==> config.mk <==
export PLATFORM = sky130hd
export DESIGN_NAME = spe_coef_store
export DESIGN_NICKNAME = d
export VERILOG_FILES = /design/src/hw/rtl/spe_pkg.sv /design/src/hw/rtl/spe_coef_store.sv
export SDC_FILE = /design/constraint.sdc
export NUM_CORES = 2
export LEC_CHECK = 0
export ABC_AREA = 0
export BUFFER_PORTS_ARGS = -buffer_cell sky130_fd_sc_hd__buf_2
export CORE_UTILIZATION = 50
export DETAILED_ROUTE_END_ITERATION = 12
export GPL_TIMING_DRIVEN = 1
export PLACE_DENSITY = 0.75
export SLEW_MARGIN = 20
export SYNTH_ARGS = -nofsm -noshare
export SYNTH_HDL_FRONTEND = slang
export SYNTH_SLANG_ARGS = --single-unit
==> constraint.sdc <==
create_clock -name clk -period 2.9 [get_ports clk]
set_input_delay 0.145 -clock clk [delete_from_list [all_inputs] [get_ports clk]]
set_output_delay 0.145 -clock clk [all_outputs]
set_load 0.1 [all_outputs]
==> src/hw/rtl/spe_pkg.sv <==
// Shared types, constants and arithmetic helpers of the stereo peaking equaliser.
package spe_pkg;

	localparam int BANDS_DEF = 12;
	localparam int NCOEF     = 5;
	localparam int CW        = 32;
	localparam int CFB       = 28;
	localparam int SW        = 24;
	localparam int OW        = 21;
	localparam int DW        = 40;
	localparam int ZLW       = 20;
	localparam int PW        = 44;
	localparam int AW        = 46;
	localparam int BSW       = 4;
	localparam int CSW       = 3;
	localparam int OUT_SH    = 8;

	localparam logic CMD_SAMPLE = 1'b0;
	localparam logic CMD_WRITE  = 1'b1;

	localparam logic signed [CW-1:0] Q_ONE = 32'sh1000_0000;

	localparam logic signed [AW-1:0] ACC_HI = {{(AW-DW+1){1'b0}}, {(DW-1){1'b1}}};
	localparam logic signed [AW-1:0] ACC_LO = {{(AW-DW+1){1'b1}}, {(DW-1){1'b0}}};

	localparam logic signed [DW-OUT_SH:0] OUT_HI = (DW-OUT_SH+1)'(655360);
	localparam logic signed [DW-OUT_SH:0] OUT_LO = -OUT_HI;

	typedef enum logic [CSW-1:0] {
		C_B0,
		C_B1,
		C_B2,
		C_A1,
		C_A2
	} coef_sel_t;

	typedef enum logic [1:0] {
		OP_Z1,
		OP_Z2,
		OP_W
	} opnd_sel_t;

	typedef enum logic [2:0] {
		ACC_NONE,
		ACC_W_FIRST,
		ACC_W_FINAL,
		ACC_Y_FIRST,
		ACC_Y_ADD,
		ACC_Y_FINAL
	} acc_op_t;

	typedef enum logic [1:0] {
		ST_IDLE,
		ST_RUN,
		ST_HOLD
	} seq_state_t;

	typedef enum logic [2:0] {
		SP_LOAD,
		SP_A1,
		SP_A2,
		SP_B1,
		SP_B2,
		SP_B0,
		SP_Y_ADD,
		SP_Y_END
	} step_t;

	typedef logic [NCOEF-1:0][CW-1:0] coef_row_t;

	localparam coef_row_t COEF_ROW_RST = {{((NCOEF-1)*CW){1'b0}}, Q_ONE};

	typedef struct packed {
		logic      start;
		logic      load;
		coef_sel_t coef;
		opnd_sel_t opnd;
		acc_op_t   acc;
	} lane_ctl_t;

	function automatic int band_w(input int n);
		return (n > 1) ? $clog2(n) : 1;
	endfunction

	// saturate an accumulator to the 40-bit delay word range
	function automatic logic signed [DW-1:0] sat_dw(input logic signed [AW-1:0] v);
		if (v > ACC_HI)
			return ACC_HI[DW-1:0];
		else if (v < ACC_LO)
			return ACC_LO[DW-1:0];
		else
			return v[DW-1:0];
	endfunction

	// Q16.24 to Q5.16, round half up, clamp to +-10 V
	function automatic logic signed [OW-1:0] round_out(input logic signed [DW-1:0] x);
		logic signed [DW:0]        r;
		logic signed [DW-OUT_SH:0] s;
		r = $signed({x[DW-1], x}) + (DW+1)'(1 << (OUT_SH-1));
		s = r[DW:OUT_SH];
		if (s > OUT_HI)
			return OUT_HI[OW-1:0];
		else if (s < OUT_LO)
			return OUT_LO[OW-1:0];
		else
			return s[OW-1:0];
	endfunction

endpackage

==> src/hw/rtl/spe_coef_store.sv <==
// Shared coefficient store, one row of five coefficients per band, registered row read.
module spe_coef_store #(
	parameter int BANDS = spe_pkg::BANDS_DEF
) (
	input  logic                                  clk,
	input  logic                                  arst_n,
	input  logic                                  wr_en,
	input  logic [spe_pkg::BSW-1:0]               wr_band,
	input  logic [spe_pkg::CSW-1:0]               wr_sel,
	input  logic [spe_pkg::CW-1:0]                wr_data,
	input  logic                                  rd_en,
	input  logic [spe_pkg::band_w(BANDS)-1:0]     rd_band,
	output spe_pkg::coef_row_t                    row
);
	import spe_pkg::*;

	localparam int BW = band_w(BANDS);

	coef_row_t rows_q [BANDS];
	coef_row_t row_q;
	logic      wr_ok;

	assign wr_ok = wr_en && ({1'b0, wr_band} < (BSW+1)'(BANDS)) && (wr_sel <= CSW'(C_A2));

	always_ff @(posedge clk or negedge arst_n) begin
		if (!arst_n) begin
			for (int i = 0; i < BANDS; i++)
				rows_q[i] <= COEF_ROW_RST;
		end else if (wr_ok) begin
			rows_q[wr_band[BW-1:0]][wr_sel] <= wr_data;
		end
	end

	always_ff @(posedge clk) begin
		if (rd_en)
			row_q <= rows_q[rd_band];
	end

	assign row = row_q;

endmodule

==> run metrics <==
clk_lat worst skew 880 ps; nets@finish 6153; WL met1 97.64 mm; proportion of synthesized area in mux cells 35.53%; fillers 13980; per-cell routed wire length 27.24 um; Static Leak 0.04972 uW; Worst-path clk slew 60 ps; GRT Util Overall 26.00%; Distinct cells, synth 35; CP Capture Type flop; largest net degree at the start of global routing 149; MaxCap Viol Count 0; cts hold-fix bufs 16; top-area cell type share of the netlist area 51.77%; Avg Inst Size Synth 15.47 sq um; Initial Utilization 50.38%; first-pass GRT wire length 366.2 mm; post-synthesis instance area 92230 sq um; register area 52870 sq um; Pwr Density 639.0 nW/um^2; share of layout cells above drive strength 1 53.61%; number of gates resized after CTS 0; Hold Crit Class input pin to flop; DR vias 53120; root buf cell clkbuf_16; Die Y 431.5 um; Peak VDD IR 0.6662 mV; Synth Instances 5961; Setup WS post-layout 703.0 ps; CTS sink count 2080; Final Core Density 57.27%; IO Port Bufs 206; initial antenna violation count 8; num rows 157; flops & latches, synth 2080; critical path arrival 2750 ps; Met3 Wirelength 10.51 mm; DRC viols 0; max_slew headroom 13.38%; Synth Flop Type dfrtp_1; Crit Path Class input pin to flop; Post-CTS Setup Bufs 0; max-slew violations 0; CTS tree built; final setup vio count 0; post-synthesis simple-gate area fraction 2.032%; Final Wtd Congestion 0.8288; area of the multi-input gates 37210 sq um; uppermost routed layer met4; area growth from synthesis to layout 13.68%; startpoint types input pin; Final Critical Period 2197 ps; count of final hold-check violations 0; Initial DRT Pass Iterations 5; sequential area share after synthesis 57.32%; Antenna Nets Post-Route 0; DR iter-0 viols 3640; IO Count 207; synth top area cells dfrtp_1, mux2_2, mux4_2, edfxtp_1, clkbuf_1; period utilization 75.76%; vias in the first global route 57470; vias per cell 6.066; Final TNS setup 0 ps; Synth Area in XOR/XNOR 0%; Die Footprint 186200 sq um; main combinational cell family by area after synthesis multiplexers; final hold slack 53.25 ps; compound-gate portion of the synthesized area 2.401%; run status finished, final reports clean; Post-synth EDFFs 160; Async SR Flop Fraction 92.31%; Routed Wire Length 238.5 mm; Met2 Routed Length 120.1 mm; htree depth 4; clk buf depth 3; clock skew 52.22 ps; Crit Path Max Fanout 23; unrepaired setup endpoints after global routing no; GRT Residual Overflow 0; Mapped Nets 6008; core box area 183100 sq um; DP HPWL 146.9 mm; leading area contributor after synthesis dfrtp_1; measured slew at the worst slew-check pin 1288 ps; pre-CTS setup slack 369.6 ps; Worst Path Required 3460 ps; Num CTS Buffers 209; Fmax 0.4552 GHz; Ys Warns 0; Die W 431.5 um; Post-Synth Adder-Cell Area 0%
[cells in the final DEF (no fill, tap or decap), types with 12 or more instances in the layout]
cell	Yosys	routed
mux2_2	2061	2061
dfrtp_1	1908	1908
mux4_2	320	320
buf_4	0	235
clkbuf_16	0	212
buf_2	164	186
nor2_1	161	161
nand2_1	162	161
o22ai_1	160	160
edfxtp_1	160	160
o31ai_1	160	159
mux2_4	90	90
mux2_1	89	89
buf_12	0	73
clkbuf_1	385	56
clkinv_2	0	46
clkbuf_8	0	34
dlygate4sd3_1	0	31
nor4_4	0	23
bufinv_16	0	14
clkinv_16	0	12
dfstp_2	12	12
[Yosys cell counts (2+ instances only)]
cell type / number
nor2_1: 161
or4_1: 6
nand4_1: 8
o31ai_1: 160
mux2_4: 90
buf_6: 9
edfxtp_1: 160
dfrtp_1: 1908
nor4_1: 11
or3_1: 4
buf_2: 164
buf_1: 38
nand2_1: 162
mux2_2: 2061
nor3_1: 9
clkbuf_1: 385
o22ai_1: 160
nor4_2: 23
nand2b_1: 4
mux4_2: 320
nand3b_1: 2
dfstp_2: 12
nor2b_1: 2
and3b_1: 2
or3b_1: 2
mux2_1: 89
[worst max-delay path, cell delays in order]
cell,delay [ps]
dlygate4sd3_1,580
clkbuf_8,280
nand2_4,380
buf_4,440
o22ai_1,150
o31ai_1,700
[final timing paths]
| kind | from | to | slack (ps) | cells after the start |
|---|---|---|---|---|
| worst max-delay path | rd_band[2] | row[99]$_DFFE_PP_ | 700 | 6 |
| worst min-delay path | wr_data[22] | rows_q[150]$_DFFE_PN0P_ | 50 | 2 |
| worst max register to register | rows_q[1295]$_DFFE_PN0P_ | row[15]$_DFFE_PP_ | 790 | 3 |
| worst min register to register | rows_q[1412]$_DFFE_PN0P_ | rows_q[1412]$_DFFE_PN0P_ | 480 | 1 |
| max in group asynchronous | arst_n | rows_q[354]$_DFFE_PN0P_ | 720 | 6 |
| min in group asynchronous | arst_n | rows_q[723]$_DFFE_PN0P_ | 540 | 4 |
[area by class of cell]
type | count | area share, %
antenna | 5 | 0.01193
timing repair buffer | 530 | 4.328
multi-input combinational | 3285 | 35.49
clock inverter | 94 | 1.138
clock buffer | 299 | 5.667
sequential | 2080 | 50.42
tap | 2464 | 2.940
[sequential cells by signal, indices dropped and copies added, names as in the netlist]
name / count
rows_q: 1920
row: 160
[report_power, final]
| group | internal (uW) | switching [uW] |
|---|---|---|
| Sequential | 31400 | 994 |
| Clock | 15700 | 11900 |
| Combinational | 3000 | 4010 |
[kinds of logic after synthesis]
family	count (synthesis)
AND/OR/NAND/NOR	403
AO/OA/AOI/OAI	322
buffers and inverters	596
flip-flops	2080
multiplexers	2560
[metal layers]
metal	global-route usage (%)	vias to the layer above
li1	-	22250
met1	33.82	29150
met2	43.90	1290
met3	3.570	431
met4	10.74	0
met5	0	-
[per-stage QoR]
step	total power (uW)	std cells	area [sq um]
final	66990	8757	104800
after global routing	69300	8757	104800
after CTS	67460	8736	104600
after detailed placement	39880	8327	97330
after global placement	39520	8327	97330
after floorplan	37450	5961	92230
No activity file was read; power rests on OpenSTA's default activity.
