### src/hw/rtl/spe_pkg.sv
// Shared types, constants and arithmetic helpers of the stereo peaking equaliser.
package spe_pkg;

	localparam int BANDS_DEF = 12;
	localparam int NCOEF     = 5;
	localparam int CW        = 32;
	localparam int CFB       = 28;
	localparam int SW        = 24;
	localparam int OW        = 21;
	localparam int DW        = 40;
	localparam int ZLW       = 20;
	localparam int PW        = 44;
	localparam int AW        = 46;
	localparam int BSW       = 4;
	localparam int CSW       = 3;
	localparam int OUT_SH    = 8;

	localparam logic CMD_SAMPLE = 1'b0;
	localparam logic CMD_WRITE  = 1'b1;

	localparam logic signed [CW-1:0] Q_ONE = 32'sh1000_0000;

	localparam logic signed [AW-1:0] ACC_HI = {{(AW-DW+1){1'b0}}, {(DW-1){1'b1}}};
	localparam logic signed [AW-1:0] ACC_LO = {{(AW-DW+1){1'b1}}, {(DW-1){1'b0}}};

	localparam logic signed [DW-OUT_SH:0] OUT_HI = (DW-OUT_SH+1)'(655360);
	localparam logic signed [DW-OUT_SH:0] OUT_LO = -OUT_HI;

	typedef enum logic [CSW-1:0] {
		C_B0,
		C_B1,
		C_B2,
		C_A1,
		C_A2
	} coef_sel_t;

	typedef enum logic [1:0] {
		OP_Z1,
		OP_Z2,
		OP_W
	} opnd_sel_t;

	typedef enum logic [2:0] {
		ACC_NONE,
		ACC_W_FIRST,
		ACC_W_FINAL,
		ACC_Y_FIRST,
		ACC_Y_ADD,
		ACC_Y_FINAL
	} acc_op_t;

	typedef enum logic [1:0] {
		ST_IDLE,
		ST_RUN,
		ST_HOLD
	} seq_state_t;

	typedef enum logic [2:0] {
		SP_LOAD,
		SP_A1,
		SP_A2,
		SP_B1,
		SP_B2,
		SP_B0,
		SP_Y_ADD,
		SP_Y_END
	} step_t;

	typedef logic [NCOEF-1:0][CW-1:0] coef_row_t;

	localparam coef_row_t COEF_ROW_RST = {{((NCOEF-1)*CW){1'b0}}, Q_ONE};

	typedef struct packed {
		logic      start;
		logic      load;
		coef_sel_t coef;
		opnd_sel_t opnd;
		acc_op_t   acc;
	} lane_ctl_t;

	function automatic int band_w(input int n);
		return (n > 1) ? $clog2(n) : 1;
	endfunction

	// saturate an accumulator to the 40-bit delay word range
	function automatic logic signed [DW-1:0] sat_dw(input logic signed [AW-1:0] v);
		if (v > ACC_HI)
			return ACC_HI[DW-1:0];
		else if (v < ACC_LO)
			return ACC_LO[DW-1:0];
		else
			return v[DW-1:0];
	endfunction

	// Q16.24 to Q5.16, round half up, clamp to +-10 V
	function automatic logic signed [OW-1:0] round_out(input logic signed [DW-1:0] x);
		logic signed [DW:0]        r;
		logic signed [DW-OUT_SH:0] s;
		r = $signed({x[DW-1], x}) + (DW+1)'(1 << (OUT_SH-1));
		s = r[DW:OUT_SH];
		if (s > OUT_HI)
			return OUT_HI[OW-1:0];
		else if (s < OUT_LO)
			return OUT_LO[OW-1:0];
		else
			return s[OW-1:0];
	endfunction

endpackage

### src/hw/rtl/spe_out_if.sv
// Output channel: filtered stereo word with valid/ready.
interface spe_out_if;
	import spe_pkg::*;

	logic                  valid;
	logic                  ready;
	logic signed [OW-1:0]  left_out;
	logic signed [OW-1:0]  right_out;

	modport source (
		output valid, left_out, right_out,
		input  ready
	);

	modport sink (
		input  valid, left_out, right_out,
		output ready
	);
endinterface

### src/hw/rtl/spe_merge.sv
// Merges the two lane results: rounding, clamping and the output register.
module spe_merge (
	input  logic                          clk,
	input  logic                          arst_n,
	input  logic                          load,
	input  logic signed [spe_pkg::DW-1:0] left_y,
	input  logic signed [spe_pkg::DW-1:0] right_y,
	output logic                          free,
	spe_out_if.source                     out
);
	import spe_pkg::*;

	logic                 valid_q;
	logic signed [OW-1:0] left_q, right_q;

	assign free = !valid_q || out.ready;

	always_ff @(posedge clk or negedge arst_n) begin
		if (!arst_n)
			valid_q <= 1'b0;
		else if (load)
			valid_q <= 1'b1;
		else if (out.ready)
			valid_q <= 1'b0;
	end

	always_ff @(posedge clk) begin
		if (load) begin
			left_q  <= round_out(left_y);
			right_q <= round_out(right_y);
		end
	end

	assign out.valid     = valid_q;
	assign out.left_out  = left_q;
	assign out.right_out = right_q;

endmodule

### src/flat_wrapper.sv
// flat-port wrapper written by rule: the top's interface ports become plain ports
module spe_merge_flat import spe_pkg::*;
  (clk, arst_n, load, left_y, right_y, free, out_valid, out_left_out, out_right_out, out_ready);
  spe_out_if out_i ();
  input  logic clk;
  input  logic arst_n;
  input  logic load;
  input  logic signed [spe_pkg::DW-1:0] left_y;
  input  logic signed [spe_pkg::DW-1:0] right_y;
  output logic free;
  output wire logic [$bits(out_i.valid)-1:0] out_valid;
  output wire logic [$bits(out_i.left_out)-1:0] out_left_out;
  output wire logic [$bits(out_i.right_out)-1:0] out_right_out;
  input wire logic [$bits(out_i.ready)-1:0] out_ready;
  assign out_valid = out_i.valid;
  assign out_left_out = out_i.left_out;
  assign out_right_out = out_i.right_out;
  assign out_i.ready = out_ready;
  spe_merge u_core (.clk(clk), .arst_n(arst_n), .load(load), .left_y(left_y), .right_y(right_y), .free(free), .out(out_i));
endmodule
### config.mk
export PLATFORM = sky130hd
export DESIGN_NAME = spe_merge_flat
export DESIGN_NICKNAME = d
export VERILOG_FILES = /design/src/hw/rtl/spe_pkg.sv /design/src/hw/rtl/spe_out_if.sv /design/src/hw/rtl/spe_merge.sv /design/src/flat_wrapper.sv
export SDC_FILE = /design/constraint.sdc
export NUM_CORES = 1
export LEC_CHECK = 0
export BUFFER_PORTS_ARGS = -buffer_cell sky130_fd_sc_hd__buf_2
export CAP_MARGIN = 20
export CORE_ASPECT_RATIO = 0.75
export CORE_MARGIN = 4
export CORE_UTILIZATION = 25
export DETAILED_ROUTE_END_ITERATION = 8
export PLACE_DENSITY = 0.42
export SYNTH_ARGS = -nofsm -noshare
export SYNTH_HDL_FRONTEND = slang
export SYNTH_SLANG_ARGS = --single-unit
export TNS_END_PERCENT = 20
### constraint.sdc
create_clock -name clk -period 1.2 [get_ports clk]
set_clock_uncertainty 0.1 [all_clocks]
set_input_delay 0.24 -clock clk [delete_from_list [all_inputs] [get_ports clk]]
set_output_delay 0.24 -clock clk [all_outputs]
set_load 0.02 [all_outputs]
==> summary.md, run 1 <==
| Metric | Value |
|---|---|
| Largest net degree at the start of global routing | 21 |
| Power density cells | between 600 and 700 nW/um2 |
| Dpl cells | 952 |
| RSZ-0062 raised after global routing | true |
| Mapped Cells | around 470 |
| Die ar. | ~18000 um2 |
| Slew of the pin with the lowest slew margin | about 0.33 ns |
| Post-synth EDFFs | 42 |
| Vias in the first global route | ~4900 |
| Tightest Hold Check Type | input pin to asynchronous set/reset pin |
| Layout cells sized above 1 | between 50% and 60% |
| Core area | between 15000 and 20000 um2 |
| Global-route wire length before repair | ~26000 um |
| Crit end category | register |
| Die W | ~150 um |
| Gr ovfl total | 0 |
| Sw frac | 29.4% |
| Initial antenna violation count | 0 |
| Num CTS Buffers | 5 |
| Failing checks | negative setup slack |
| Final setup fails | 45 |
| Post-layout min period | 2.56 ns |
| Clk pwr share | 29.0% |
| P_int | around 3200 uW |
| Bufs and invs on worst path | 3 |
| Ports | roughly 130 |
| Power after layout | between 4000 and 5000 uW |
| Cell variety after synth | 70 |
| Hpwl dp | 12600 um |
| Ant diodes | 0 |
| Final worst-path cycle share | 214% |
| Drt first-iter violations | between 300 and 400 |
| CTS sink cnt | 43 |
| Vias | around 5000 |
| Register area share after synthesis | approximately a third |
| Synth warn | 0 |
| Leakage power total | 0.00298 uW |
| Combinational Power Share | between 30% and 40% |
| Nets | 868 |
| Clk Latency, worst-skew pair | roughly 0.28 ns |
| Asr flop ratio synth | 2.33% |
| Setup CP Type | input pin to register |
| Initial core utilization | between 20% and 30% |
| Cell area after synthesis | around 4000 um2 |
| PortBufs | around 110 |
| Sequential power share | about two fifths |
| Main synth FF type | edfxtp_1 |
| # rows | 39 |
| Router iterations before antenna repair | 4 |
| Bufs on Longest Clock Path | 2 |
| Rel. slew slack | 77.9% |
| Die Y | 117 um |
| Synthesized flop and latch total | 43 |
| Syn avg cell area | around 8.5 um2 |
| Net Sw Power | 1350 uW |
| Area Growth Syn to Fin | 83.8% |
| Maximum vdd drop | between 0.6 and 0.7 mV |
| Crit path max fanout | 8 |
| Max cap viols | 0 |
| Status | finished with violations |
| Worst setup margin | -1.36 ns |
| # DRC | 0 |
| Critical path's slowest cell | a2111o_1 |
| Layout Cells excl Fill | between 900 and 1000 |
| CP Data Required Time | between 1 and 1.5 ns |
| Avg WL per Cell | ~17 um |
| Worst-path cell chain | buf_12, ha_4, nand4_4, buf_6, mux2_4, o22ai_2, o211ai_1, a2111o_1, nor4_4, nor3_4, clkbuf_16, nor2_1 |
| Crit path max-delay family | compound AO/OA/AOI/OAI gates |
| GRT Total Usage | about 18% |
| Final ANT Viol Nets | 0 |
| Reg clk slew, reported paths | ~0.06 ns |
| Final slew viol count | 0 |
| H-Tree Level Count | 2 |
| Syn nets | roughly 560 |
| Root Driver | clkbuf_16 |
| CP Launch Type | input pin |
| WL final | 16600 um |
| Via density | 5.04 |
| Hold Violations, Final | 0 |
| Peak Freq | between 300 and 400 MHz |
| CTS tree | yes |
| GP Congestion | between 0.8 and 0.9 |
| Critical path's largest stage delay | 0.47 ns |
| Critical Path AT | 2.61 ns |
cell families after synthesis:
family,synth area share [%]
and+or+nand+nor,34.7
AOI/OAI and AO/OA,17.4
DFF,32.3
xor gates and xnor gates,9.01
buffers and inverters,5.12
muxes,0.816
adders and majority gates,0.628
synth_stat cells, drive strengths merged, types with 5 or more instances:
cell type / instances / share of area, %
edfxtp: 42 / 32
inv: 14 / 1.3
a21boi: 5 / 0.94
a31oi: 6 / 0.94
a21oi: 23 / 2.9
nand3: 25 / 3.3
nand2b: 6 / 0.94
clkbuf: 6 / 0.57
nor3: 26 / 3.7
xnor2: 25 / 5.5
or4: 7 / 1.3
nand4: 32 / 6.1
o22ai: 7 / 1.1
or3: 5 / 0.78
and4: 11 / 2.4
nand2: 31 / 2.9
and3: 13 / 2.0
xor2: 16 / 3.5
buf: 21 / 3.2
o21ai: 16 / 2.0
nor2: 43 / 4.1
nor4: 16 / 2.7
metal layers:
metal	track usage [%]	part of all wire (%)	vias to the layer above
met2	24.3	41	141
met1	28.5	52	2385
met4	2.21	0.45	0
met3	3.57	6.3	8
met5	0	0	-
li1	-	-	2449
registers in the layout, summed over array words and instances, names as in the netlist:
register,flops
u_core.out.right_out,21
u_core.out.valid,1
u_core.out.left_out,21
worst paths after layout:
| kind | startpoint | end | cells past startpoint | slack (ns) |
|---|---|---|---|---|
| worst max-delay path | right_y[7] | u_core.out.right_out[3] | 12 | -1.36 |
| worst min-delay path | arst_n | u_core.out.valid | 2 | 0.17 |
| worst max register to register | u_core.out.valid | u_core.out.valid | 2 | 0.43 |
| worst min register to register | u_core.out.valid | u_core.out.valid | 2 | 0.45 |
| max in group asynchronous | arst_n | u_core.out.valid | 2 | 0.75 |
| min in group clk | out_ready | u_core.out.valid | 3 | 0.18 |
what timing repair did:
| action | 4_1_cts | 5_1_grt |
|---|---|---|
| hold buffers | 1 | 0 |
| endpoints found under the hold margin | 1 | 0 |
| pin swaps | 35 | 35 |
| gates cloned | 2 | 2 |
| endpoints found under the setup margin | 47 | 60 |
| buffers inserted | 14 | 10 |
| resized for setup | 75 | 91 |
through the flow:
step	hold slack, ns	setup slack [ns]	util [%]	TNS, ns	area [um2]
after CTS	0.154	-1.37	44.3	-50.95	6830
after global placement	-0.0851	-1.75	40.7	-67.72	6270
after global routing	0.169	-1.49	47.5	-58.04	7320
after floorplan	-0.156	-1.54	-	-58.35	4150
after detailed placement	-0.0814	-1.72	40.7	-68.02	6270
final	0.167	-1.36	47.5	-53.79	7320
worst reg2reg max path, cell delays in order, from the launching register on:
cell,delay [ns]
dfrtp_1,0.37
nand2b_1,0.12
nand2b_1,0.07
power groups by stage:
stage / Combinational [uW] / Clock, uW / Sequential, uW
after detailed placement: 1300 / 0 / 1780
after global routing: 1630 / 1470 / 1760
final: 1510 / 1330 / 1750
after floorplan: 419 / 0 / 1900
after CTS: 1410 / 1390 / 1760
after global placement: 1300 / 0 / 1790
cell type report:
cell class | instances | area [um2]
fill | 1540 | 8100
multi-input combinational | 386 | 3100
timing repair buffer | 332 | 2500
sequential | 43 | 1290
tap | 205 | 256
clock buffer | 8 | 136
inverter | 14 | 52.6
layout by cell type, fill, tap and decap left out, drive strengths merged, types with 3 or more instances in the layout:
cell and n:
buf 330, nor2 43, edfxtp 42, nand4 33
nand2 31, nor3 26, xnor2 25, nand3 25
a21oi 23, xor2 16, o21ai 16, nor4 16
inv 14, and3 13, and4 11, clkbuf 9
o22ai 7, or4 7, nand2b 6, a31oi 6
or3 5, a21boi 5, o21a 4, and2 4
o31ai 4, or2 4, a211oi 4, nor2b 3
a211o 3, a21o 3, a22oi 3, nor3b 3
No activity file was read; power rests on OpenSTA's default activity.
==> inputs of run 2 (changes only) <==
clock period = 3.1 ns   (was 1.2 ns; I/O delays follow)
==> run 2 against run 1 <==
Against the previous run:
- design area fell by 13%
- first-iteration DRC count shrank 23%
- cell count down 6.0%
- sequential share of layout area is 2.7 points higher
- via count is 6.5% lower
- largest cell class unchanged
- power fell by 64%
- setup slack better by 1.4 ns
- non-clock buffer count down 58
- the flow now finishes without violations
- wire length is 7.7% lower
- sequential cell count stayed put
- die area unchanged
- register-to-register slack improved by 1.9 ns
==> summary.md, run 2 (synthesized netlist as in run 1, its figures left out) <==
| Metric | Value |
|---|---|
| Drt first-iter violations | 234 (-23%) |
| Bufs and invs on worst path | 3 (unchanged) |
| CTS tree | yes |
| Vias in the first global route | 4452 (-8.5%) |
| GP Congestion | 0.896 (+4.2%) |
| Die Y | 117 um (unchanged) |
| Hold Violations, Final | 0 (unchanged) |
| Crit path max fanout | 7 (-1) |
| Largest net degree at the start of global routing | 39 (+86%) |
| DP Area | 5880 um2 (-6.2%) |
| Crit end category | register |
| Worst hold stages | 2 |
| Vias | 4658 (-6.5%) |
| Pre-CTS setup slack | -0.393 ns (+1.32 ns) |
| Slew of the pin with the lowest slew margin | 0.532 ns (+0.201 ns) |
| Initial antenna violation count | 2 (+2) |
| Rel. slew slack | 64.6% (-13 points) |
| Commonest non-fill, non-tap cells in the layout | 156 x buf_4, 106 x buf_2, 43 x nor2_1 |
| Final worst-path cycle share | about 100% |
| Final setup fails | 0 (-100%) |
| Ports | 128 (unchanged) |
| Global-route wire length before repair | 24200 um (-6.9%) |
| Die ar. | 18000 um2 (unchanged) |
| Setup CP Type | input pin to register |
| CP Launch Type | input pin |
| Hpwl dp | 12200 um (-2.6%) |
| Bufs on Longest Clock Path | 2 (unchanged) |
| Layout cells sized above 1 | 46.4% (-9.3 points) |
| Max cap viols | 0 (unchanged) |
| Power density cells | 263 nW/um2 (-58%) |
| Peak Freq | approximately 320 MHz |
| Via density | 5.01 (-0.59%) |
| GRT Total Usage | 16.3% (-1.3 points) |
| Worst-path cell chain | buf_2, and4_4, nand3_4, or4_4, and2_4, or3_4, a2bb2oi_2, nand3b_1, buf_4, buf_8, a22oi_2 |
| Reg clk slew, reported paths | 0.07 ns (about the same) |
| PortBufs | 113 (unchanged) |
| Tightest Hold Check Type | register to register |
| Critical Path AT | 3.02 ns (+0.41 ns) |
| Final slew viol count | 0 (unchanged) |
| Root Driver | clkbuf_16 |
| Core area | 15400 um2 (unchanged) |
| Critical path's slowest cell | or4_4 |
| Register-to-Register Path Depth | 2 (unchanged) |
| Dpl cells | 915 (-3.9%) |
| Nets | 809 (-6.8%) |
| Initial core utilization | 25.8% (unchanged) |
| Num CTS Buffers | 5 (unchanged) |
| # rows | 39 (unchanged) |
| Critical path's largest stage delay | 0.54 ns (+0.07 ns) |
| Commonest non-fill, non-tap cell in the layout | buf_4 |
| Fin util | 41.2% (-6.3 points) |
| WL final | 15300 um (-7.7%) |
| Leakage power total | 0.00253 uW (-15%) |
| Die W | 154 um (unchanged) |
| Avg WL per Cell | 16.5 um (-1.9%) |
| Hold WS | 0.419 ns (+0.253 ns) |
| Maximum vdd drop | 0.165 mV (-75%) |
| Design area | 6350 um2 (-13%) |
| WP depth | 11 (-1) |
| Area Growth Syn to Fin | 59.3% |
| Status | completed |
| CTS sink cnt | 43 (unchanged) |
| H-Tree Level Count | 2 (unchanged) |
| # DRC | 0 (unchanged) |
| Gr ovfl total | 0 (unchanged) |
| Clk Latency, worst-skew pair | 0.29 ns (about the same) |
| Worst setup margin | 0.000464 ns (+1.36 ns) |
| Post-layout min period | ~3.1 ns |
| Ant diodes | 0 (unchanged) |
| Router iterations before antenna repair | 5 (+1) |
| Layout Cells excl Fill | 929 (-6.0%) |
| CP Data Required Time | 3.03 ns (+1.78 ns) |
| RSZ-0062 raised after global routing | true |
| Crit path max-delay family | simple AND/OR/NAND/NOR gates |
| Final ANT Viol Nets | 0 (unchanged) |
==> run 2: worst paths after layout <==
check | endpoint | start | slack [ns]
max in group asynchronous | u_core.out.valid | arst_n | 2.28
hold reg to reg | u_core.out.valid | u_core.out.valid | 0.42
min in group asynchronous | u_core.out.valid | arst_n | 0.53
setup reg to reg | u_core.out.valid | u_core.out.valid | 2.37
hold / removal | u_core.out.valid | u_core.out.valid | 0.42
setup / recovery | u_core.out.left_out[16] | left_y[8] | 0.0005
==> run 2: timing repair <==
action                     in CTS  in global routing
buffers inserted                0                  4
pin swaps                       0                 14
hold buffers                    1                  0
setup endpoints to repair       9                 37
cloned                          0                  1
gates resized for setup         2                 67
hold endpoints to repair        1                  0
==> run 2: cell type report <==
cell class,count,area (um2)
Clock buffer,6,129
Timing Repair Buffer,274,1840
Tap cell,205,256
Fill cell,1637,9070
Multi-Input combinational cell,385,2770
Inverter,14,52.6
Clock inverter,2,7.51
Sequential cell,43,1290
==> run 2: where the power goes <==
group | internal [uW] | switching [uW] | leakage, uW
Combinational | 216 | 266 | 0.00205
Clock | 294 | 219 | 0.0000659
Sequential | 669 | 8.40 | 0.000412
Total | 1180 | 493 | 0.00253
==> run 2: per-layer routing <==
layer | part of all wire (%) | GRT usage [%] | vias to the layer above
met5 | 0.14 | 0 | -
met4 | 0.87 | 1.99 | 4
met3 | 5.5 | 2.98 | 14
met2 | 37 | 21.2 | 127
met1 | 56 | 27.7 | 2175
li1 | - | - | 2338
==> run 2: worst reg2reg max path, cell delays in order (launching register included) <==
cell and delay [ns]:
dfrtp_1 0.38, nand2b_1 0.08, nand2b_1 0.06
==> run 2: through the flow <==
step	setup TNS [ns]	total power, uW
6_report	0	1670
4_1_cts	-0.153	1670
5_1_grt	-0.316	1760
2_1_floorplan	-0.0863	888
3_3_place_gp	-13.91	1140
3_5_place_dp	-9.24	1150
==> inputs of run 3 (changes only) <==
==> constraint.sdc (replaced) <==
create_clock -name clk -period 3.1 [get_ports clk]
set_clock_uncertainty 0.1 [all_clocks]
set_input_delay 0.155 -clock clk [delete_from_list [all_inputs] [get_ports clk]]
set_output_delay 0.155 -clock clk [all_outputs]
set_load 0.02 [all_outputs]
==> run 3 against run 2 <==
Against the previous run:
- wire length down 9.1%
- setup slack better by 0.31 ns
- maximum frequency up 11%
- register-to-register slack worse by 0.02 ns
- global-route usage down 1.3 points
- design area down 20%
- critical path depth down 1
- die area unchanged
- power down 7.3%
- combinational power down 24%
- cell count down 14%
- sequential power about the same
- largest power group unchanged
==> summary.md, run 3 (synthesized netlist as in run 1, its figures left out) <==
| Metric | Value |
|---|---|
| GRT Total Usage | 15.0% (-1.3 points) |
| # rows | 39 (unchanged) |
| Die Y | 117 um (unchanged) |
| Bufs on Longest Clock Path | 2 (unchanged) |
| Worst setup margin | 0.315 ns (+0.315 ns) |
| Slew of the pin with the lowest slew margin | 0.993 ns (+0.461 ns) |
| Max cap viols | 0 (unchanged) |
| Core area | 15400 um2 (unchanged) |
| RSZ-0062 raised after global routing | false |
| Pre-CTS setup slack | 0.0225 ns (+0.415 ns) |
| Router iterations before antenna repair | 5 (unchanged) |
| CTS tree | yes |
| Peak Freq | 359 MHz (+11%) |
| Ports | 128 (unchanged) |
| Reg clk slew, reported paths | 0.06 ns (about the same) |
| Tightest Hold Check Type | input pin to register |
| Maximum vdd drop | 0.184 mV (+11%) |
| Root Driver | clkbuf_16 |
| Post-layout min period | 2.79 ns (-0.315 ns) |
| Global-route wire length before repair | 22100 um (-8.6%) |
| # DRC | 0 (unchanged) |
| Layout Cells excl Fill | 801 (-14%) |
| Hold Violations, Final | 0 (unchanged) |
| Post-cts sizing count | 0 (-2) |
| GP Congestion | 0.907 (+1.3%) |
| Crit path max fanout | 6 (-1) |
| Clk Latency, worst-skew pair | 0.28 ns (about the same) |
| Commonest non-fill, non-tap cell in the layout | buf_2 |
| Largest net degree at the start of global routing | 44 (+13%) |
| CP Launch Type | input pin |
| Commonest non-fill, non-tap cells in the layout | 113 x buf_2, 43 x nor2_1, 42 x edfxtp_1 |
| Rel. slew slack | 33.8% (-31 points) |
| Vias in the first global route | 3932 (-12%) |
| Power after layout | 1550 uW (-7.3%) |
| Vias | 4175 (-10%) |
| Setup TNS | 0 ns (unchanged) |
| WL final | 13900 um (-9.1%) |
| CTS sink cnt | 43 (unchanged) |
| Via density | 5.21 (+4.0%) |
| Hpwl dp | 11000 um (-10%) |
| Gr ovfl total | 0 (unchanged) |
| H-Tree Level Count | 2 (unchanged) |
| Initial core utilization | 25.8% (unchanged) |
| Drt first-iter violations | 278 (+19%) |
| Area Growth Syn to Fin | 26.9% |
| Die ar. | 18000 um2 (unchanged) |
| Final slew viol count | 0 (unchanged) |
| Layout cells sized above 1 | 28.5% (-18 points) |
| Final ANT Viol Nets | 0 (unchanged) |
| Num CTS Buffers | 5 (unchanged) |
| CP Data Required Time | 3.01 ns (-0.02 ns) |
| Setup CP Type | input pin to register |
| Ant diodes | 0 (unchanged) |
| Avg WL per Cell | 17.4 um (+5.4%) |
| PortBufs | 113 (unchanged) |
| Power density cells | 307 nW/um2 (+16%) |
| Final worst-path cycle share | 89.8% (-10 points) |
| Die W | 154 um (unchanged) |
| Crit end category | register |
| Leakage power total | 0.00183 uW (-27%) |
| Final setup fails | 0 (unchanged) |
| Dpl cells | 792 (-13%) |
| Critical Path AT | 2.70 ns (-0.32 ns) |
| Nets | 681 (-16%) |
| Initial antenna violation count | 1 (-1) |
| Status | completed |
## run 3: cell count changes in the layout (fill, tap and decap cells not counted), moves of 3 or more
cell and delta:
a21oi_2 -4, nor4_2 -4, buf_2 +7, nor4_1 +7, nor4_4 -3, a21oi_1 +4
buf_4 -125, o21ai_1 -4, buf_6 -6, o21ai_0 +4
## run 3: final cells by class
cell class | count | area (um2)
flip-flops and latches | 43 | 1290
clock buffers | 7 | 133
repair buffers | 146 | 828
fillers | 1680 | 10400
well taps | 205 | 256
clock inverters | 1 | 5.00
inverters | 14 | 52.6
multi-input cells | 385 | 2490
## run 3: per-layer routing
metal | GRT usage [%] | wire [um]
met5 | 0 | 13
met4 | 1.77 | 87
met3 | 3.42 | 927
met2 | 18.8 | 5090
met1 | 25.7 | 7820
## run 3: path summary, 6_finish.rpt
check                                  from                  endpoint  slack [ns]  cells after the start
max                              right_y[8]  u_core.out.right_out[17]        0.31                     10
min                               out_ready          u_core.out.valid        0.05                      3
max reg2reg                u_core.out.valid          u_core.out.valid        2.35                      2
min reg2reg                u_core.out.valid          u_core.out.valid        0.43                      2
max in group asynchronous            arst_n          u_core.out.valid        2.76                      2
min in group asynchronous            arst_n          u_core.out.valid        0.06                      2
## run 3: power by group
| group | switching [uW] | internal (uW) | leakage [uW] |
|---|---|---|---|
| clock network | 209 | 298 | 0.0000679 |
| registers | 7.79 | 669 | 0.000412 |
| logic | 236 | 130 | 0.00135 |
## run 3: worst max-delay path, stage by stage
cell and delay [ns]:
buf_2 0.13, ha_1 0.28, nand4_2 0.25, nor3_4 0.24, nand3_2 0.10, xor2_1 0.16
or4b_1 0.51, a2111o_1 0.38, a211oi_2 0.34, o21ai_0 0.15
## run 3: timing repair
| item | 4_1_cts | 5_1_grt |
|---|---|---|
| endpoints found under the hold margin | 1 | 0 |
| setup endpoints to repair | 0 | 0 |
| setup buffers | 0 | 0 |
| hold buffers | 1 | 0 |
## run 3: stage by stage
stage	util (%)	cell area, um2	hold slack [ns]
after global placement	31.8	4910	-0.170
after detailed placement	31.8	4910	-0.169
after global routing	32.8	5060	0.0526
after floorplan	-	3990	-0.241
after CTS	32.8	5060	0.0420
final	32.8	5060	0.0519
